$ cat src/rtl/core/epd_pkg.sv
`timescale 1ns / 1ps
// ----------------------------------------------------------------------------
// epd_pkg
// shared types and codes of the escaped packet deframer
// ----------------------------------------------------------------------------
package epd_pkg;

   localparam int ByteWidth      = 8;
   localparam int CsrIndexWidth  = 1;
   localparam int ReqDataWidth   = 8;
   localparam int RspDataWidth   = 24;
   localparam int RspUserWidth   = 1;

   localparam logic [ByteWidth-1:0] StartCodeReset  = 8'd126;
   localparam logic [ByteWidth-1:0] EscapeCodeReset = 8'd125;

   // register indexes of the configuration port
   localparam logic [CsrIndexWidth-1:0] CSR_START_CODE  = 1'b0;
   localparam logic [CsrIndexWidth-1:0] CSR_ESCAPE_CODE = 1'b1;

   // result kinds
   localparam logic KIND_PAYLOAD = 1'b0;
   localparam logic KIND_VERDICT = 1'b1;

   typedef enum logic [1:0] {
      PH_WAIT,
      PH_LENGTH,
      PH_DATA,
      PH_CHECK
   } phase_type;

   typedef struct packed {
      logic                 kind;
      logic [ByteWidth-1:0] payload_byte;
      logic [ByteWidth-1:0] payload_position;
      logic                 frame_good;
   } result_type;

   typedef struct packed {
      logic [ByteWidth-1:0] start_code;
      logic [ByteWidth-1:0] escape_code;
   } codes_type;

endpackage

$ cat src/rtl/core/escaped_packet_deframer.sv
`timescale 1ns / 1ps
// ----------------------------------------------------------------------------
// escaped_packet_deframer
// byte-stuffed frame receiver with xor checksum, payload streamed as it arrives
// ----------------------------------------------------------------------------
// path: a byte lands in the input register; its result, if any, is loaded into
// the result register as the byte advances, which waits while that register is full
// throughput: one byte per cycle, but a byte with a result waits on a stalled receiver
// reset: synchronous, active high; clears frame state and loads start code
// 126 and escape code 125
// ----------------------------------------------------------------------------
module escaped_packet_deframer (
   input  logic                              clock,
   input  logic                              reset,
   // tdata: rx_byte[7:0]
   input  logic                              req_tvalid,
   output logic                              req_tready,
   input  logic [epd_pkg::ReqDataWidth-1:0]  req_tdata,
   // tdata: payload_byte[7:0], payload_position[15:8], frame_good[16], zero pad
   // tuser: kind[0]
   output logic                              rsp_tvalid,
   input  logic                              rsp_tready,
   output logic [epd_pkg::RspDataWidth-1:0]  rsp_tdata,
   output logic [epd_pkg::RspUserWidth-1:0]  rsp_tuser,
   input  logic                              csr_we,
   input  logic [epd_pkg::CsrIndexWidth-1:0] csr_index,
   input  logic [epd_pkg::ByteWidth-1:0]     csr_wdata
);
   import epd_pkg::*;

   logic                 in_valid_ff, in_valid_in;
   logic [ByteWidth-1:0] in_byte_ff;
   logic                 advance;
   logic                 can_take;
   logic                 res_valid;
   result_type           res;
   codes_type            codes;

   // a byte with no result never waits on the output side
   assign advance    = in_valid_ff && (!res_valid || can_take);
   assign req_tready = !in_valid_ff || advance;

   always_comb begin
      in_valid_in = in_valid_ff;
      if (req_tvalid && req_tready) in_valid_in = 1'b1;
      else if (advance)             in_valid_in = 1'b0;
   end

   always_ff @(posedge clock) begin
      if (reset) in_valid_ff <= 1'b0;
      else       in_valid_ff <= in_valid_in;
   end

   always_ff @(posedge clock) begin
      if (req_tvalid && req_tready) in_byte_ff <= req_tdata[ByteWidth-1:0];
   end

   epd_csr u_csr (
      .clock     (clock),
      .reset     (reset),
      .csr_we    (csr_we),
      .csr_index (csr_index),
      .csr_wdata (csr_wdata),
      .codes     (codes)
   );

   epd_parser u_parser (
      .clock     (clock),
      .reset     (reset),
      .advance   (advance),
      .rx_byte   (in_byte_ff),
      .codes     (codes),
      .res_valid (res_valid),
      .res       (res)
   );

   epd_out_stage u_out (
      .clock      (clock),
      .reset      (reset),
      .load       (advance && res_valid),
      .res        (res),
      .can_take   (can_take),
      .rsp_tvalid (rsp_tvalid),
      .rsp_tready (rsp_tready),
      .rsp_tdata  (rsp_tdata),
      .rsp_tuser  (rsp_tuser)
   );

endmodule

$ cat src/rtl/core/epd_csr.sv
`timescale 1ns / 1ps
// ----------------------------------------------------------------------------
// epd_csr
// start and escape code registers behind the plain write port
// ----------------------------------------------------------------------------
module epd_csr (
   input  logic                                clock,
   input  logic                                reset,
   input  logic                                csr_we,
   input  logic [epd_pkg::CsrIndexWidth-1:0]   csr_index,
   input  logic [epd_pkg::ByteWidth-1:0]       csr_wdata,
   output epd_pkg::codes_type                  codes
);
   import epd_pkg::*;

   codes_type codes_ff;
   codes_type codes_in;

   always_comb begin
      codes_in = codes_ff;
      if (csr_we) begin
         unique case (csr_index)
            CSR_START_CODE:  codes_in.start_code  = csr_wdata;
            CSR_ESCAPE_CODE: codes_in.escape_code = csr_wdata;
            default: ;
         endcase
      end
   end

   always_ff @(posedge clock) begin
      if (reset) begin
         codes_ff.start_code  <= StartCodeReset;
         codes_ff.escape_code <= EscapeCodeReset;
      end else begin
         codes_ff <= codes_in;
      end
   end

   assign codes = codes_ff;

endmodule

$ cat src/rtl/core/epd_parser.sv
`timescale 1ns / 1ps
// ----------------------------------------------------------------------------
// epd_parser
// unstuffing and frame state machine, one byte per advance
// ----------------------------------------------------------------------------
module epd_parser (
   input  logic                          clock,
   input  logic                          reset,
   input  logic                          advance,
   input  logic [epd_pkg::ByteWidth-1:0] rx_byte,
   input  epd_pkg::codes_type            codes,
   output logic                          res_valid,
   output epd_pkg::result_type           res
);
   import epd_pkg::*;

   phase_type            phase_ff, phase_in;
   logic                 escape_ff, escape_in;
   logic [ByteWidth-1:0] length_ff, length_in;
   logic [ByteWidth-1:0] count_ff, count_in;
   logic [ByteWidth-1:0] check_ff, check_in;
   logic [ByteWidth-1:0] count_next;

   assign count_next = count_ff + 8'd1;

   always_comb begin
      phase_in  = phase_ff;
      escape_in = escape_ff;
      length_in = length_ff;
      count_in  = count_ff;
      check_in  = check_ff;
      res_valid = 1'b0;
      res       = '0;
      if (!escape_ff && rx_byte == codes.escape_code) begin
         escape_in = 1'b1;
      end else if (!escape_ff && rx_byte == codes.start_code) begin
         phase_in = PH_LENGTH;
      end else begin
         escape_in = 1'b0;
         unique case (phase_ff)
            PH_LENGTH: begin
               length_in = rx_byte;
               count_in  = '0;
               check_in  = rx_byte;
               phase_in  = (rx_byte == '0) ? PH_CHECK : PH_DATA;
            end
            PH_DATA: begin
               if (count_ff < length_ff) begin
                  res_valid            = 1'b1;
                  res.kind             = KIND_PAYLOAD;
                  res.payload_byte     = rx_byte;
                  res.payload_position = count_ff;
                  check_in             = check_ff ^ rx_byte;
                  count_in             = count_next;
                  if (count_next >= length_ff) phase_in = PH_CHECK;
               end else begin
                  phase_in = PH_CHECK;
               end
            end
            PH_CHECK: begin
               res_valid      = 1'b1;
               res.kind       = KIND_VERDICT;
               res.frame_good = (rx_byte == check_ff);
               phase_in       = PH_WAIT;
            end
            default: phase_in = PH_WAIT;
         endcase
      end
   end

   always_ff @(posedge clock) begin
      if (reset) begin
         phase_ff  <= PH_WAIT;
         escape_ff <= 1'b0;
         length_ff <= '0;
         count_ff  <= '0;
         check_ff  <= '0;
      end else if (advance) begin
         phase_ff  <= phase_in;
         escape_ff <= escape_in;
         length_ff <= length_in;
         count_ff  <= count_in;
         check_ff  <= check_in;
      end
   end

endmodule

$ cat src/rtl/core/epd_out_stage.sv
`timescale 1ns / 1ps
// ----------------------------------------------------------------------------
// epd_out_stage
// result register driving the master-side stream
// ----------------------------------------------------------------------------
module epd_out_stage (
   input  logic                                clock,
   input  logic                                reset,
   input  logic                                load,
   input  epd_pkg::result_type                 res,
   output logic                                can_take,
   output logic                                rsp_tvalid,
   input  logic                                rsp_tready,
   output logic [epd_pkg::RspDataWidth-1:0]    rsp_tdata,
   output logic [epd_pkg::RspUserWidth-1:0]    rsp_tuser
);
   import epd_pkg::*;

   logic       valid_ff, valid_in;
   result_type res_ff;

   assign can_take = !valid_ff || rsp_tready;

   always_comb begin
      valid_in = valid_ff;
      if (load)            valid_in = 1'b1;
      else if (rsp_tready) valid_in = 1'b0;
   end

   always_ff @(posedge clock) begin
      if (reset) valid_ff <= 1'b0;
      else       valid_ff <= valid_in;
   end

   always_ff @(posedge clock) begin
      if (load) res_ff <= res;
   end

   assign rsp_tvalid = valid_ff;
   assign rsp_tdata  = {7'd0, res_ff.frame_good, res_ff.payload_position, res_ff.payload_byte};
   assign rsp_tuser  = res_ff.kind;

endmodule

$ cat config.mk
export PLATFORM = sky130hd
export DESIGN_NAME = escaped_packet_deframer
export DESIGN_NICKNAME = d
export VERILOG_FILES = /design/src/rtl/core/epd_pkg.sv /design/src/rtl/core/escaped_packet_deframer.sv /design/src/rtl/core/epd_csr.sv /design/src/rtl/core/epd_parser.sv /design/src/rtl/core/epd_out_stage.sv
export SDC_FILE = /design/constraint.sdc
export NUM_CORES = 1
export LEC_CHECK = 0
export BUFFER_PORTS_ARGS = -buffer_cell sky130_fd_sc_hd__buf_2
export CORE_MARGIN = 5
export CORE_UTILIZATION = 49
export DETAILED_ROUTE_END_ITERATION = 8
export PLACE_DENSITY = 0.69
export RECOVER_POWER = 100
export REMOVE_ABC_BUFFERS = 1
export SLEW_MARGIN = 10
export SYNTH_ARGS = -nofsm -noshare
export SYNTH_HDL_FRONTEND = slang
export SYNTH_SLANG_ARGS = --single-unit
$ cat constraint.sdc
create_clock -name clock -period 4.2 [get_ports clock]
set_input_delay 0 -clock clock [delete_from_list [all_inputs] [get_ports clock]]
set_output_delay 0 -clock clock [all_outputs]
set_load 0.01 [all_outputs]
==> metrics <==
slew at the pin with the worst max-slew slack 1.31 ns; Setup Skew 0.0139 ns; initial antenna violation count 0; fill cell total of the finished layout 709; CTS tree built; vias in the first global route 2991; worst hold path class input port to flop; pre-CTS worst setup slack 1.02 ns; final total negative setup slack 0 ns; Clock Latency Late Sink 0.35 ns; final cell utilization of the core 0.577; number of warnings printed during yosys synthesis 0; routability congestion estimate from global placement 0.775; count of flip-flops with a built-in enable after synthesis 26; fraction of the yosys area taken by sequential cells 0.437; Longest Clk Path Bufs 2; RSZ-0062 raised after global routing no; input/output buffers 41; Routed wire per std cell 15.6 µm; combined area of all synthesized cells 3850 µm²; overall fraction of global-route tracks in use 0.185; combinational cell fraction of total power 0.087; die span in y 98.7 µm; area enclosed by the die boundary 9730 µm²; endpoints failing setup 0; relative contribution of sequential cells to total power 0.503; via/cell ratio 5.62; Arr. time, crit path 3.40 ns; first-pass iteration count of the detailed router 5; Leak 0.00180 µW; # DRC 0; power per unit of standard cell area 343 nW/µm²; net switching power of the design 388 µW; DRC violation total after the first TritonRoute iteration 163; share of layout cells above drive strength 1 0.0933; grt total ovfl 0; pin count of the biggest net entering global routing 46; required time reported for the critical path endpoint 4.22 ns; number of clock sinks 71; switching power as a share of total power 0.255; post-synthesis instance total 397; area of the core region 7690 µm²; count of cells resized by post-cts repair 0; class of the most critical setup path flop to flop; library cell used as clock root buffer sky130_fd_sc_hd__clkbuf_8; Cell Rows 32; internal power component 1130 µW; DPL Wire Length 5850 µm; smallest hold slack 0.238 ns; global-route wire length before repair 14500 µm; total wire length 8630 µm; number of buffers created by CTS 9; fin crit period 3.38 ns; Chip Width 98.7 µm; total number of vias 3101; Slew Limit Fails 0; Initial Util 0.501; leading register cell type out of synthesis sky130_fd_sc_hd__dfxtp_1; mean post-synth cell area 9.70 µm²; Max Fanout on Critical Path 21; Synth Register Bits 71; number of library cell types mapped by synthesis 44; maximum clock rate 0.295 GHz; tightest slew margin relative to the limit 0.128; crit share post-route 0.806; maxcap violations 0; number of placed I/O pins 49; depth of the CTS H-tree 3; clock network fraction of total power 0.410; peak ir drop on the vdd network 0.178 mV; antenna cells 0; crit path launch type flop; status complete, no violations; Antenna Nets Post-Route 0; Worst-path clk slew 0.08 ns; Worst Slack Setup Final 0.816 ns; proportion of register bits with asynchronous set or reset after synthesis 0; endpoint type of the worst setup path flop; count of nets after finishing 487; Area Overhead vs Synth 15.1%; total count of hold-check failures in the final report 0
[layout by cell type, fill, tap and decap left out, types with 3 or more instances in the layout]
master | synthesis | routed
sky130_fd_sc_hd__nand2_1 | 26 | 26
sky130_fd_sc_hd__nand3b_1 | 6 | 6
sky130_fd_sc_hd__dfxtp_1 | 45 | 45
sky130_fd_sc_hd__o31ai_1 | 8 | 9
sky130_fd_sc_hd__nand4_1 | 10 | 10
sky130_fd_sc_hd__dlygate4sd3_1 | 0 | 21
sky130_fd_sc_hd__inv_6 | 0 | 3
sky130_fd_sc_hd__buf_2 | 1 | 20
sky130_fd_sc_hd__o21ai_0 | 11 | 11
sky130_fd_sc_hd__clkbuf_8 | 0 | 9
sky130_fd_sc_hd__nor3_1 | 3 | 3
sky130_fd_sc_hd__a211o_1 | 7 | 7
sky130_fd_sc_hd__xnor2_1 | 4 | 4
sky130_fd_sc_hd__mux2i_1 | 8 | 8
sky130_fd_sc_hd__and3_1 | 26 | 26
sky130_fd_sc_hd__xor2_1 | 34 | 34
sky130_fd_sc_hd__a21oi_1 | 19 | 19
sky130_fd_sc_hd__nor2b_1 | 7 | 7
sky130_fd_sc_hd__nand4b_1 | 8 | 8
sky130_fd_sc_hd__edfxtp_1 | 26 | 26
sky130_fd_sc_hd__ha_1 | 20 | 20
sky130_fd_sc_hd__nor2_1 | 19 | 19
sky130_fd_sc_hd__nor4_1 | 6 | 6
sky130_fd_sc_hd__inv_1 | 15 | 15
sky130_fd_sc_hd__conb_1 | 1 | 7
sky130_fd_sc_hd__a31oi_1 | 12 | 12
sky130_fd_sc_hd__nand2b_1 | 4 | 4
sky130_fd_sc_hd__clkbuf_1 | 19 | 22
sky130_fd_sc_hd__nand3_1 | 17 | 17
[critical path, cell delays in order (launching register included)]
cell and delay (ns):
sky130_fd_sc_hd__dfxtp_1 0.42, sky130_fd_sc_hd__ha_1 0.79, sky130_fd_sc_hd__nor2b_1 0.30, sky130_fd_sc_hd__nand3_1 0.10, sky130_fd_sc_hd__o31ai_1 0.51, sky130_fd_sc_hd__and2_0 0.44
sky130_fd_sc_hd__a211oi_1 0.13, sky130_fd_sc_hd__clkbuf_2 0.35
[Yosys cell counts, types with 3 or more instances]
| library cell | number | share of area |
|---|---|---|
| sky130_fd_sc_hd__buf_4 | 15 | 0.029 |
| sky130_fd_sc_hd__nor3_1 | 3 | 0.0039 |
| sky130_fd_sc_hd__a21oi_1 | 19 | 0.025 |
| sky130_fd_sc_hd__nand4_1 | 10 | 0.016 |
| sky130_fd_sc_hd__nand3b_1 | 6 | 0.012 |
| sky130_fd_sc_hd__a31oi_1 | 12 | 0.019 |
| sky130_fd_sc_hd__edfxtp_1 | 26 | 0.20 |
| sky130_fd_sc_hd__nand2b_1 | 4 | 0.0065 |
| sky130_fd_sc_hd__and3_1 | 26 | 0.042 |
| sky130_fd_sc_hd__clkbuf_1 | 19 | 0.019 |
| sky130_fd_sc_hd__ha_1 | 20 | 0.065 |
| sky130_fd_sc_hd__nand4b_1 | 8 | 0.018 |
| sky130_fd_sc_hd__xor2_1 | 34 | 0.077 |
| sky130_fd_sc_hd__nand3_1 | 17 | 0.022 |
| sky130_fd_sc_hd__a211o_1 | 7 | 0.016 |
| sky130_fd_sc_hd__nor4_1 | 6 | 0.0097 |
| sky130_fd_sc_hd__nor2b_1 | 7 | 0.011 |
| sky130_fd_sc_hd__xnor2_1 | 4 | 0.0091 |
| sky130_fd_sc_hd__inv_1 | 15 | 0.015 |
| sky130_fd_sc_hd__o31ai_1 | 8 | 0.016 |
| sky130_fd_sc_hd__dfxtp_1 | 45 | 0.23 |
| sky130_fd_sc_hd__mux2i_1 | 8 | 0.021 |
| sky130_fd_sc_hd__nor2_1 | 19 | 0.019 |
| sky130_fd_sc_hd__nand2_1 | 26 | 0.025 |
| sky130_fd_sc_hd__o21ai_0 | 11 | 0.014 |
[layout make-up]
class,count,area (µm²),share of cell area
multi-input combinational,282,1930,0.435
sequential,71,1680,0.379
timing repair buffer,66,413,0.0931
tap,102,128,0.0288
clock buffer,9,124,0.0279
clock inverter,7,103,0.0231
inverter,15,56.3,0.0127
[per-layer routing]
metal | track usage | share of wire
met5 | 0 | 0
met4 | 0.0798 | 0.018
met3 | 0.0333 | 0.048
met2 | 0.311 | 0.49
met1 | 0.232 | 0.45
[logic make-up (layout without fill, tap and decap cells)]
kind of cell / Yosys count / in the layout / synth area share
AND/OR/NAND/NOR: 136 / 136 / 0.193
AO/OA/AOI/OAI: 73 / 73 / 0.133
flip-flops: 71 / 71 / 0.437
buffers and inverters: 50 / 97 / 0.0637
XOR/XNOR: 38 / 38 / 0.0864
adder cells (fa/ha/maj): 20 / 20 / 0.0650
multiplexers: 8 / 8 / 0.0208
other: 1 / 7 / 0.000974
[sequential cells by signal, indices dropped and copies added (netlist names)]
name / count
u_out.rsp_tdata: 17
u_parser.escape_ff: 1
u_parser.phase_ff: 2
in_byte_ff: 8
u_parser.check_ff: 8
in_valid_ff: 1
u_out.rsp_tuser: 1
u_csr.codes: 16
u_parser.count_ff: 8
u_parser.length_ff: 8
u_out.rsp_tvalid: 1
[power by group through the flow]
stage	clock (µW)	sequential, µW	combinational, µW
after floorplan	0	766	80.0
after global placement	0	779	115
after detailed placement	0	780	117
after CTS	633	764	133
after global routing	656	767	148
final	623	764	132
[repair_timing]
action / in CTS / in global routing
hold buffers: 21 / 0
buffers inserted: 0 / 0
hold endpoints to repair: 25 / 0
[through the flow]
step | cells | power [µW] | instance area [µm²]
after global routing | 552 | 1570 | 4430
after global placement | 515 | 894 | 4050
after detailed placement | 515 | 898 | 4050
after CTS | 552 | 1530 | 4490
after floorplan | 368 | 847 | 3680
final | 552 | 1520 | 4430
[path summary, 6_finish.rpt]
kind	start	to	slack (ns)	depth (start not counted)
min reg2reg	u_csr.codes[7]	u_csr.codes[7]	0.47	2
max reg2reg	u_parser.phase_ff[1]	u_out.rsp_tdata[9]	0.82	7
min	reset	u_parser.length_ff[6]	0.24	2
max	u_parser.phase_ff[1]	u_out.rsp_tdata[9]	0.82	7
No activity file was read; power rests on OpenSTA's default activity.
